**src/rtl/label_rank_table_unit_defines.svh**
```systemverilog
// ----------------------------------------------------------------------------
// Label rank table assertion macros
// Shared helpers for the concurrent checks in the label rank table modules.
// ----------------------------------------------------------------------------
`ifndef LABEL_RANK_TABLE_UNIT_DEFINES_SVH
`define LABEL_RANK_TABLE_UNIT_DEFINES_SVH

// Same-cycle implication, checked on every rising clock edge out of reset.
`define LRT_ASSERT_NOW(lbl, ante, cons, msg) \
	lbl: assert property (@(posedge clk) disable iff (!arst_n) (ante) |-> (cons)) \
		else $error(msg);

// Next-cycle implication, checked on every rising clock edge out of reset.
`define LRT_ASSERT_NEXT(lbl, ante, cons, msg) \
	lbl: assert property (@(posedge clk) disable iff (!arst_n) (ante) |=> (cons)) \
		else $error(msg);

`endif

```
**src/rtl/lrt_pkg.sv**
```systemverilog
// ----------------------------------------------------------------------------
// Label rank table package
// Field widths, request codes, default sizes and the controller command type.
// ----------------------------------------------------------------------------
package lrt_pkg;

	localparam int MAX_REGIONS_DEF = 64;
	localparam int LABEL_BITS_DEF  = 16;

	localparam int REQ_W   = 2;
	localparam int LABEL_W = 16;
	localparam int INDEX_W = 6;
	localparam int COUNT_W = 7;

	localparam logic [REQ_W-1:0] REQ_COLLECT = 2'd0;
	localparam logic [REQ_W-1:0] REQ_MAP     = 2'd1;
	localparam logic [REQ_W-1:0] REQ_CLEAR   = 2'd2;

	// Commands from the controller to the datapath.
	typedef struct packed {
		logic load;    // capture the incoming request
		logic eval;    // compare the label against every held entry
		logic commit;  // update the table and load the result register
	} cmd_t;

endpackage

```
**src/rtl/lrt_ctrl.sv**
```systemverilog
// ----------------------------------------------------------------------------
// Label rank table controller
// Sequences each request through compare and commit and owns the handshakes.
// ----------------------------------------------------------------------------
`include "label_rank_table_unit_defines.svh"

module lrt_ctrl (
	input  logic          clk,
	input  logic          arst_n,
	input  logic          in_valid,
	output logic          in_stall,
	output logic          out_valid,
	input  logic          out_stall,
	output lrt_pkg::cmd_t cmd
);

	localparam logic [1:0] S_IDLE = 2'd0;
	localparam logic [1:0] S_EVAL = 2'd1;
	localparam logic [1:0] S_UPD  = 2'd2;

	logic [1:0] state_q;
	logic [1:0] state_nxt;
	logic       out_valid_q;
	logic       out_free;
	logic       accept;
	logic       commit;

	assign out_free  = !out_valid_q || !out_stall;
	assign in_stall  = !((state_q == S_IDLE) || ((state_q == S_UPD) && out_free));
	assign accept    = in_valid && !in_stall;
	assign commit    = (state_q == S_UPD) && out_free;
	assign out_valid = out_valid_q;

	assign cmd.load   = accept;
	assign cmd.eval   = (state_q == S_EVAL);
	assign cmd.commit = commit;

	always_comb begin
		state_nxt = state_q;
		unique case (state_q)
			S_IDLE: begin
				if (accept) state_nxt = S_EVAL;
			end
			S_EVAL: begin
				state_nxt = S_UPD;
			end
			S_UPD: begin
				// A new request may enter in the same cycle the last one commits.
				if (commit) state_nxt = accept ? S_EVAL : S_IDLE;
			end
			default: begin
				state_nxt = S_IDLE;
			end
		endcase
	end

	always_ff @(posedge clk or negedge arst_n) begin
		if (!arst_n) begin
			state_q     <= S_IDLE;
			out_valid_q <= 1'b0;
		end else begin
			state_q <= state_nxt;
			if (commit) begin
				out_valid_q <= 1'b1;
			end else if (!out_stall) begin
				out_valid_q <= 1'b0;
			end
		end
	end

	`LRT_ASSERT_NOW(a_accept_state, accept, (state_q == S_IDLE) || (state_q == S_UPD),
		"request accepted while busy")
	`LRT_ASSERT_NEXT(a_eval_then_upd, state_q == S_EVAL, state_q == S_UPD,
		"compare not followed by commit")
	`LRT_ASSERT_NOW(a_result_source, $rose(out_valid_q), $past(state_q) == S_UPD,
		"result without a commit")

endmodule

```
**src/rtl/lrt_datapath.sv**
```systemverilog
// ----------------------------------------------------------------------------
// Label rank table datapath
// Holds the sorted label cells, compares in parallel and inserts by shifting.
// ----------------------------------------------------------------------------
`include "label_rank_table_unit_defines.svh"

module lrt_datapath #(
	parameter int MAX_REGIONS = lrt_pkg::MAX_REGIONS_DEF,
	parameter int LABEL_BITS  = lrt_pkg::LABEL_BITS_DEF
) (
	input  logic                        clk,
	input  logic                        arst_n,
	input  lrt_pkg::cmd_t               cmd,
	input  logic [lrt_pkg::REQ_W-1:0]   req_type,
	input  logic [lrt_pkg::LABEL_W-1:0] label,
	output logic [lrt_pkg::INDEX_W-1:0] region_index,
	output logic [lrt_pkg::COUNT_W-1:0] region_count,
	output logic                        found,
	output logic                        overflow
);

	localparam int CW = $clog2(MAX_REGIONS + 1);

	logic [LABEL_BITS-1:0]       tab_q [MAX_REGIONS];
	logic [LABEL_BITS-1:0]       tab_prev [MAX_REGIONS];
	logic [CW-1:0]               count_q;
	logic [CW-1:0]               count_nxt;
	logic [lrt_pkg::REQ_W-1:0]   req_q;
	logic [LABEL_BITS-1:0]       label_q;

	logic [MAX_REGIONS-1:0]      lt_c;
	logic [MAX_REGIONS-1:0]      eq_c;
	logic [MAX_REGIONS:0]        bnd_c;
	logic [CW-1:0]               rank_c;

	logic [MAX_REGIONS-1:0]      lt_s1;
	logic [MAX_REGIONS-1:0]      bnd_s1;
	logic [CW-1:0]               rank_s1;
	logic                        found_s1;

	logic                        do_insert;
	logic                        full;
	logic [CW-1:0]               idx_c;
	logic                        fnd_c;
	logic                        ovf_c;

	// Only entries below the fill count take part in the compare.
	always_comb begin
		for (int i = 0; i < MAX_REGIONS; i++) begin
			lt_c[i] = (CW'(i) < count_q) && (tab_q[i] < label_q);
			eq_c[i] = (CW'(i) < count_q) && (tab_q[i] == label_q);
		end
	end

	// The table is sorted, so the less-than flags form a thermometer code and
	// its edge marks the rank the label has or would get.
	assign bnd_c = {lt_c, 1'b1} & ~{1'b0, lt_c};

	always_comb begin
		rank_c = '0;
		for (int i = 0; i <= MAX_REGIONS; i++) begin
			if (bnd_c[i]) rank_c = rank_c | CW'(i);
		end
	end

	assign full = (count_q == CW'(MAX_REGIONS));

	always_comb begin
		do_insert = 1'b0;
		idx_c     = '0;
		fnd_c     = 1'b0;
		ovf_c     = 1'b0;
		count_nxt = count_q;
		unique case (req_q)
			lrt_pkg::REQ_COLLECT: begin
				if (found_s1) begin
					fnd_c = 1'b1;
					idx_c = rank_s1;
				end else if (!full) begin
					do_insert = 1'b1;
					idx_c     = rank_s1;
					count_nxt = count_q + CW'(1);
				end else begin
					ovf_c = 1'b1;
				end
			end
			lrt_pkg::REQ_MAP: begin
				if (found_s1) begin
					fnd_c = 1'b1;
					idx_c = rank_s1;
				end
			end
			lrt_pkg::REQ_CLEAR: begin
				count_nxt = '0;
			end
			default: begin
			end
		endcase
	end

	always_ff @(posedge clk or negedge arst_n) begin
		if (!arst_n) begin
			count_q <= '0;
		end else if (cmd.commit) begin
			count_q <= count_nxt;
		end
	end

	always_ff @(posedge clk) begin
		if (cmd.load) begin
			req_q   <= req_type;
			label_q <= LABEL_BITS'(label);
		end
		if (cmd.eval) begin
			lt_s1    <= lt_c;
			bnd_s1   <= bnd_c[MAX_REGIONS-1:0];
			rank_s1  <= rank_c;
			found_s1 <= |eq_c;
		end
		if (cmd.commit) begin
			region_index <= lrt_pkg::INDEX_W'(idx_c);
			region_count <= lrt_pkg::COUNT_W'(count_nxt);
			found        <= fnd_c;
			overflow     <= ovf_c;
		end
	end

	// Each cell either keeps its value, takes the new label, or takes the
	// value of the cell below it when the insert point lies beneath.
	for (genvar g = 0; g < MAX_REGIONS; g++) begin : g_cell
		if (g == 0) begin : g_first
			assign tab_prev[g] = label_q;
		end else begin : g_rest
			assign tab_prev[g] = tab_q[g-1];
		end

		always_ff @(posedge clk) begin
			if (cmd.commit && do_insert && !lt_s1[g]) begin
				tab_q[g] <= bnd_s1[g] ? label_q : tab_prev[g];
			end
		end
	end

	`LRT_ASSERT_NOW(a_count_bound, 1'b1, count_q <= CW'(MAX_REGIONS),
		"fill count beyond table size")
	`LRT_ASSERT_NEXT(a_insert_grows, cmd.commit && do_insert,
		count_q == $past(count_q) + CW'(1), "insert did not grow the table")

endmodule

```
**src/rtl/label_rank_table_unit.sv**
```systemverilog
// ----------------------------------------------------------------------------
// Label rank table unit
// Keeps the distinct labels of a voxel stream in ascending order and maps a
// label to its rank among them.
// ----------------------------------------------------------------------------
// The input channel (in_valid / in_stall) carries req_type and label. A
// collect request inserts a new label at its sorted place or reports overflow
// when the table is full, a map request returns the rank of a held label and
// a clear request empties the table. Every request yields one result on the
// output channel (out_valid / out_stall): region_index, region_count, found
// and overflow. An accepted request is registered, compared against all
// held entries in parallel, and then committed: the shift-insert updates the
// table and the result register loads. A new request is taken in the commit
// cycle of the previous one, so the compare and commit steps alternate.
// While the receiver stalls, the result register holds and the block takes
// one more request, which waits in its commit step. Reset empties the table
// (fill count zero); the label cells are not cleared.
// ----------------------------------------------------------------------------

module label_rank_table_unit #(
	parameter int MAX_REGIONS = lrt_pkg::MAX_REGIONS_DEF,
	parameter int LABEL_BITS  = lrt_pkg::LABEL_BITS_DEF
) (
	input  logic                        clk,
	input  logic                        arst_n,
	input  logic                        in_valid,
	output logic                        in_stall,
	input  logic [lrt_pkg::REQ_W-1:0]   req_type,
	input  logic [lrt_pkg::LABEL_W-1:0] label,
	output logic                        out_valid,
	input  logic                        out_stall,
	output logic [lrt_pkg::INDEX_W-1:0] region_index,
	output logic [lrt_pkg::COUNT_W-1:0] region_count,
	output logic                        found,
	output logic                        overflow
);

	lrt_pkg::cmd_t cmd;

	lrt_ctrl u_ctrl (
		.clk       (clk),
		.arst_n    (arst_n),
		.in_valid  (in_valid),
		.in_stall  (in_stall),
		.out_valid (out_valid),
		.out_stall (out_stall),
		.cmd       (cmd)
	);

	lrt_datapath #(
		.MAX_REGIONS (MAX_REGIONS),
		.LABEL_BITS  (LABEL_BITS)
	) u_datapath (
		.clk          (clk),
		.arst_n       (arst_n),
		.cmd          (cmd),
		.req_type     (req_type),
		.label        (label),
		.region_index (region_index),
		.region_count (region_count),
		.found        (found),
		.overflow     (overflow)
	);

endmodule
```
**config.mk**
```make
export PLATFORM = sky130hd
export DESIGN_NAME = label_rank_table_unit
export DESIGN_NICKNAME = d
export VERILOG_FILES = /design/src/rtl/lrt_pkg.sv /design/src/rtl/lrt_ctrl.sv /design/src/rtl/lrt_datapath.sv /design/src/rtl/label_rank_table_unit.sv
export VERILOG_INCLUDE_DIRS = /design/src /design/src/rtl
export SDC_FILE = /design/constraint.sdc
export NUM_CORES = 2
export LEC_CHECK = 0
export BUFFER_PORTS_ARGS = -buffer_cell sky130_fd_sc_hd__buf_2
export CAP_MARGIN = 20
export CELL_PAD_IN_SITES_DETAIL_PLACEMENT = 0
export CELL_PAD_IN_SITES_GLOBAL_PLACEMENT = 1
export CORE_ASPECT_RATIO = 0.9
export CORE_MARGIN = 2
export CORE_UTILIZATION = 50
export DETAILED_ROUTE_END_ITERATION = 10
export GPL_ROUTABILITY_DRIVEN = 0
export GPL_TIMING_DRIVEN = 0
export MAX_ROUTING_LAYER = met4
export PLACE_DENSITY_LB_ADDON = 0.1
export SYNTH_ARGS = -nofsm -noshare
export SYNTH_HDL_FRONTEND = slang
export SYNTH_SLANG_ARGS = --single-unit
```
**constraint.sdc**
```tcl
create_clock -name clk -period 10.2 [get_ports clk]
set_clock_uncertainty 0.2 [all_clocks]
set_input_delay 1.53 -clock clk [delete_from_list [all_inputs] [get_ports clk]]
set_output_delay 1.53 -clock clk [all_outputs]
set_load 0.01 [all_outputs]
```
Yosys cells after proc, flatten, opt, wreduce, memory -nomap -nowiden
Memory sizes are Yosys's and may differ from the RTL's. Index checks and enable logic that the tools add are counted.

Word-level logic and storage cells: 777. Memories: 1. Memory bits (writable): 1024. Flip-flop bits (word level): 178. Output and inout port bits: 17. Input bits: 22.

Reduce and logical (&&, ||, !) cells: 268. Multiplexer cells: 292. $lt $le $gt $ge: 128. Bitwise logic cells: 2. Add/subtract/negate cells: 1. Eq/ne operators: 72.

Memory list: u_datapath.tab_q (depth 64, bits a word 16, rd ports 64, clocked after Yosys merged registers in 0, wr ports 64, line lrt_datapath.sv:24) `logic [LABEL_BITS-1:0] tab_q [MAX_REGIONS];`.

Operators by type and width (count): 16-bit equality test (64); 16-bit less-than comparator (64); 16-bit 2-to-1 mux (63); 6-bit 2-to-1 mux (39); 6-bit by 7-bit less-than comparator with 1-bit output, first input constant (32); 1-bit logical AND (195); 1-bit 2-to-1 mux (147); 5-bit by 7-bit less-than comparator with 1-bit output, first input constant (16); 5-bit 2-to-1 mux (16); 1-bit zero test (67); 65-bit AND (1); 64-bit inverter with 65-bit output (1); 64-bit OR reduction (1); 4-bit by 7-bit less-than comparator with 1-bit output, first input constant (8); 7-bit 2-to-1 mux (5); 4-bit 2-to-1 mux (8); 3-bit by 7-bit less-than comparator with 1-bit output, first input constant (4); 1-bit by 7-bit less-than comparator with 1-bit output, first input constant (2); 2-bit by 7-bit less-than comparator with 1-bit output, first input constant (2); 7-bit case mux with 2 select lines (1); 2-bit 2-to-1 mux (6); 3-bit 2-to-1 mux (4); 6-bit case mux with 2 select lines (1); 7-bit by 1-bit adder with 7-bit output, second input constant (1); 9 further kinds (15).

Depth between registers and ports, before layout
An unclocked memory read counts as a cell.

Word-level depth: 68. Gate-level depth with buffers: 13. Gate-level depth less buffers: 11.

By module
A second synthesis with hierarchy kept.

Cells, all modules: 5588. Area, all modules: 72684.7 um^2.

By module, submodules not included: lrt_datapath (area each 72522.1 um^2, cells an instance 5572, times used 1, sequential area each 35939.5 um^2); lrt_ctrl (area each 162.7 um^2, cells an instance 16, times used 1, sequential area each 75.1 um^2).

Least setup slack after synthesis
No wires, ideal clock.

Path type: register to register. Start point: reg u_ctrl.state_q[1]. End point: reg u_ctrl.state_q[1]. Path buffers: 0. Clock period less this slack: 7.210 ns. Slack: 2.990 ns. Library setup time: 0.112 ns. Data required time: 9.888 ns. Cell stages (with the launch flop): 3. Arrival: 6.898 ns. Path through: dfrtp_1 > nor2b_1 > o21bai_1.

Word-level cells in the longest chain between the ends: 6. Elaborated cells between the ends (all ways): 10. Those cells by class: eq/ne: 4; mux: 1; reduce/logical: 5.

RTL lines: start, declared (line lrt_ctrl.sv:21) `logic [1:0] state_q;`; start signal, assigned (line lrt_ctrl.sv:62) `state_q <= state_nxt;`; 2-bit equality test (line lrt_ctrl.sv:29, lrt_ctrl.sv:31, lrt_ctrl.sv:40); 1-bit logical AND (line lrt_ctrl.sv:29, lrt_ctrl.sv:31); 1-bit logical OR (line lrt_ctrl.sv:29) `assign in_stall = !((state_q == S_IDLE) || ((state_q == S_UPD) && out_free));`; 1-bit logical AND (line lrt_ctrl.sv:30) `assign accept = in_valid && !in_stall;`; 2-bit by 1-bit inequality test with 1-bit output (no line); 2-bit AND reduction (no line).

Parallel ways exist; a longest one is shown, timed or not. A chain may end at the register's enable or synchronous reset.

Final worst setup path
Start point: reg u_datapath.label_q[5]. End point: reg u_datapath.rank_s1[4] (data pin).

Elaborated cells between the ends (all ways): 118. Those cells by class: order compare: 34; mux: 48; bitwise: 2; reduce/logical: 34.

RTL lines: start, declared (line lrt_datapath.sv:29) `logic [LABEL_BITS-1:0] label_q;`; start signal, assigned (line lrt_datapath.sv:112) `label_q <= LABEL_BITS'(label);`; 16-bit less-than comparator (*) (line lrt_datapath.sv:50) `lt_c[i] = (CW'(i) < count_q) && (tab_q[i] < label_q);`; 1-bit logical AND (*) (line lrt_datapath.sv:50); net u_datapath.lt_c[61] (line lrt_datapath.sv:31) `logic [MAX_REGIONS-1:0] lt_c;`; 64-bit inverter with 65-bit output (line lrt_datapath.sv:57) `assign bnd_c = {lt_c, 1'b1} & ~{1'b0, lt_c};`; 65-bit AND (*) (line lrt_datapath.sv:57); 6-bit 2-to-1 mux (line lrt_datapath.sv:62) `if (bnd_c[i]) rank_c = rank_c | CW'(i);`; 6-bit 2-to-1 mux (*) (2 in a row) (line lrt_datapath.sv:62); end signal, assigned (line lrt_datapath.sv:117) `rank_s1 <= rank_c;`; end, declared (line lrt_datapath.sv:38) `logic [CW-1:0] rank_s1;`.

Mark *: on every way through the listed nets, which the timed path passes. The rest lies on a longest branch.

==> impl_metrics.tcl <==
set metrics [dict create \
    crit_fanout 33 \
    fmax_mhz 139 \
    drtIter0Drc 4656 \
    layout.nets 6947 \
    rsz0062_at_grt "no" \
    p_leak_nw 30.9 \
    power_mw 12.4 \
    num_io_pins 39 \
    setup_viol 0 \
    top_layer_used "met4" \
    ys_top_cells_by_count "edfxtp_1, ha_1, mux2_2" \
    die-area_sq_um 149000 \
    grt_max_degree 44 \
    post-route-util 0.565 \
    cts_sinks 1201 \
    r2r_start "u_datapath.label_q[5]" \
    maxSlewHeadroom 0.139 \
    overflow 0 \
    first_global_vias 49600 \
    met3_length_microns 15600 \
    dpl.hpwl_microns 169000 \
    place_area_sq_um 76900 \
    hold_viol 0 \
    core_area_sq_um 144000 \
    critPathLaunchType "flip-flop" \
    ys.warnings.count 0 \
    yosysMostFrequentCell "edfxtp_1" \
    synth_edf_count 1191 \
    cp.arrival_ns 7.49 \
    clkLatencyLatePin_ns 0.78 \
    synthCells 5610 \
    worstMarginPinSlew_ns 1.28 \
    rows 132 \
    avgSynthCellArea_sq_um 13.0 \
    cts-resized-gates 0 \
    synth_top_cell_area_share 0.491 \
    grtUsageTotal 0.311 \
    htree_levels 4 \
    via_count 49800 \
    final_max_slew_viol_count 0 \
    vias_per_cell 6.25 \
    netlist_area_sq_um 72800 \
    syn2layout_area_growth_pct 11.9 \
    drive_above_1_share 0.230 \
    avgRoutedWirePerCell_microns 28.5 \
    dr.pass1.iters 6 \
    wl_met1_microns 101000 \
    critPathKind "reg2reg" \
    drcViolationCount 0 \
    endpoint_kind "flip-flop" \
    yosysSeqAreaShare 0.495 \
    fin_crit_sh 0.705 \
    power-per-cell-area_nw_per_um2 152 \
    cts_made_buffers 141 \
    ctsHoldBuffers 0 \
    startpoint "u_datapath.label_q[5]" \
    design_area_sq_um 81500 \
    io_buffers 38 \
    synth_area_leaders "edfxtp_1, ha_1, mux2_2, a21oi_1, nand4_1" \
    min_path_type "reg2reg" \
    post_cts_buffers 0 \
    min_period_ns 7.19 \
    ys_ff_latch 1201 \
    start_util 0.505 \
    antenna_found_initial 8 \
    ys_types 80 \
    async_flop_share 0.00833 \
    grt_pass1_wl_microns 330000 \
    root_buffer "clkbuf_16" \
    status "complete, no violations" \
    ys.flop_type "edfxtp_1" \
    peakVddDrop_uv 181 \
    min_from "u_datapath.label_q[10]" \
    hold_ws_ns 0.246 \
    synth_area_leader_cell "edfxtp_1" \
    required_ns 10.50 \
    ant_nets 0 \
    clk_path_buf_depth 3 \
    synth_fp_nets 6658 \
    max_cap_viol_count 0 \
    clkTransAtPathRegs_ns 0.06 \
    cts_tree "yes" \
    die_h_microns 366 \
    drt-total-wl_microns 227000 \
    chipWidth_microns 406 \
    wl_met2_microns 104000 \
]
==> state kept, by name, summed over array words and instances, names as in the netlist <==
signal                   cells
u_datapath.bnd_s1           63
u_datapath.req_q             2
u_datapath.rank_s1           6
u_datapath.overflow          1
u_datapath.lt_s1            64
u_datapath.found             1
u_datapath.count_q           7
u_datapath.region_count      7
u_ctrl.state_q               2
u_ctrl.out_valid             1
u_datapath.tab_q          1024
u_datapath.found_s1          1
u_datapath.region_index      6
u_datapath.label_q          16
==> cells in the final DEF, fill, tap and decap left out, types with 16 or more instances in the layout <==
master	count
clkinv_2	21
clkbuf_1	248
nand2b_1	17
buf_1	25
bufinv_16	16
clkinv_1	27
edfxtp_1	1191
nor2_1	192
mux2_2	950
a21oi_1	385
a211o_1	21
ha_1	1026
nor2b_1	83
a2111oi_0	20
o21ai_0	176
nand2_1	241
or4_1	29
nand4_1	215
a21boi_0	31
a211oi_1	53
o211ai_1	56
buf_4	74
o21a_1	19
buf_2	55
a21o_1	90
buf_16	21
and2_1	19
clkbuf_16	143
inv_1	123
nor3_1	35
nor4_1	48
nand3_1	95
==> metrics by stage <==
step,setup TNS [ns],std cells,worst slack (ns)
6_report,0,7962,3.01
5_1_grt,0,7962,3.02
4_1_cts,0,7957,3.34
3_5_place_dp,0,7698,3.38
3_3_place_gp,-145.44,7591,-1.12
2_1_floorplan,0,5610,2.99
==> final timing paths <==
path                            slack, ns  cells past startpoint                       to
worst max-delay path                 3.01                     14    u_datapath.rank_s1[4]
worst min-delay path                 0.25                      0  u_datapath.tab_q[0][10]
worst max register to register       3.01                     14    u_datapath.rank_s1[4]
worst min register to register       0.25                      0  u_datapath.tab_q[0][10]
max in group asynchronous            9.03                      1    u_datapath.count_q[5]
min in group asynchronous            0.47                      1         u_ctrl.out_valid
==> layer usage <==
metal	up-vias	track usage
li1	22600	-
met5	-	-
met2	1715	0.478
met1	25000	0.422
met4	0	0.0931
met3	381	0.0528
==> logic make-up (layout without fill, tap and decap cells) <==
kind of cell / Yosys count / after routing / synth area share
buf+inv: 411 / 816 / 0.0221
compound gates: 959 / 959 / 0.0825
simple gates: 1060 / 1060 / 0.0771
mux: 953 / 953 / 0.147
fa+ha+maj: 1026 / 1026 / 0.176
flops: 1201 / 1201 / 0.495
other cells: 0 / 4 / 0
==> power by group <==
group          internal, mW  switching [mW]
registers              5.56          0.0516
logic                 0.612           0.965
clock network          3.00            2.17
total                  9.18            3.18
==> cell type report <==
type	count	area, sq um
fill	11900	62700
sequential	1201	36000
multi-input combinational	3998	35200
clock buffer	177	3720
tap	1943	2430
timing repair buffer	146	1540
buffer	273	1100
clock inverter	82	893
inverter	138	556
antenna	4	10.0
==> critical path, stage by stage, from the launching register on <==
cell	delay, ns
edfxtp_1	0.45
clkbuf_1	0.65
buf_16	0.24
clkbuf_1	0.48
inv_4	0.42
buf_16	0.32
ha_1	0.36
a21oi_1	0.13
o21ai_0	0.13
a2111oi_0	0.42
nor3b_2	0.53
mux2i_1	0.19
nor4_2	0.90
nand4_1	0.71
or4_1	0.69
(Power assumes the default switching activity.)
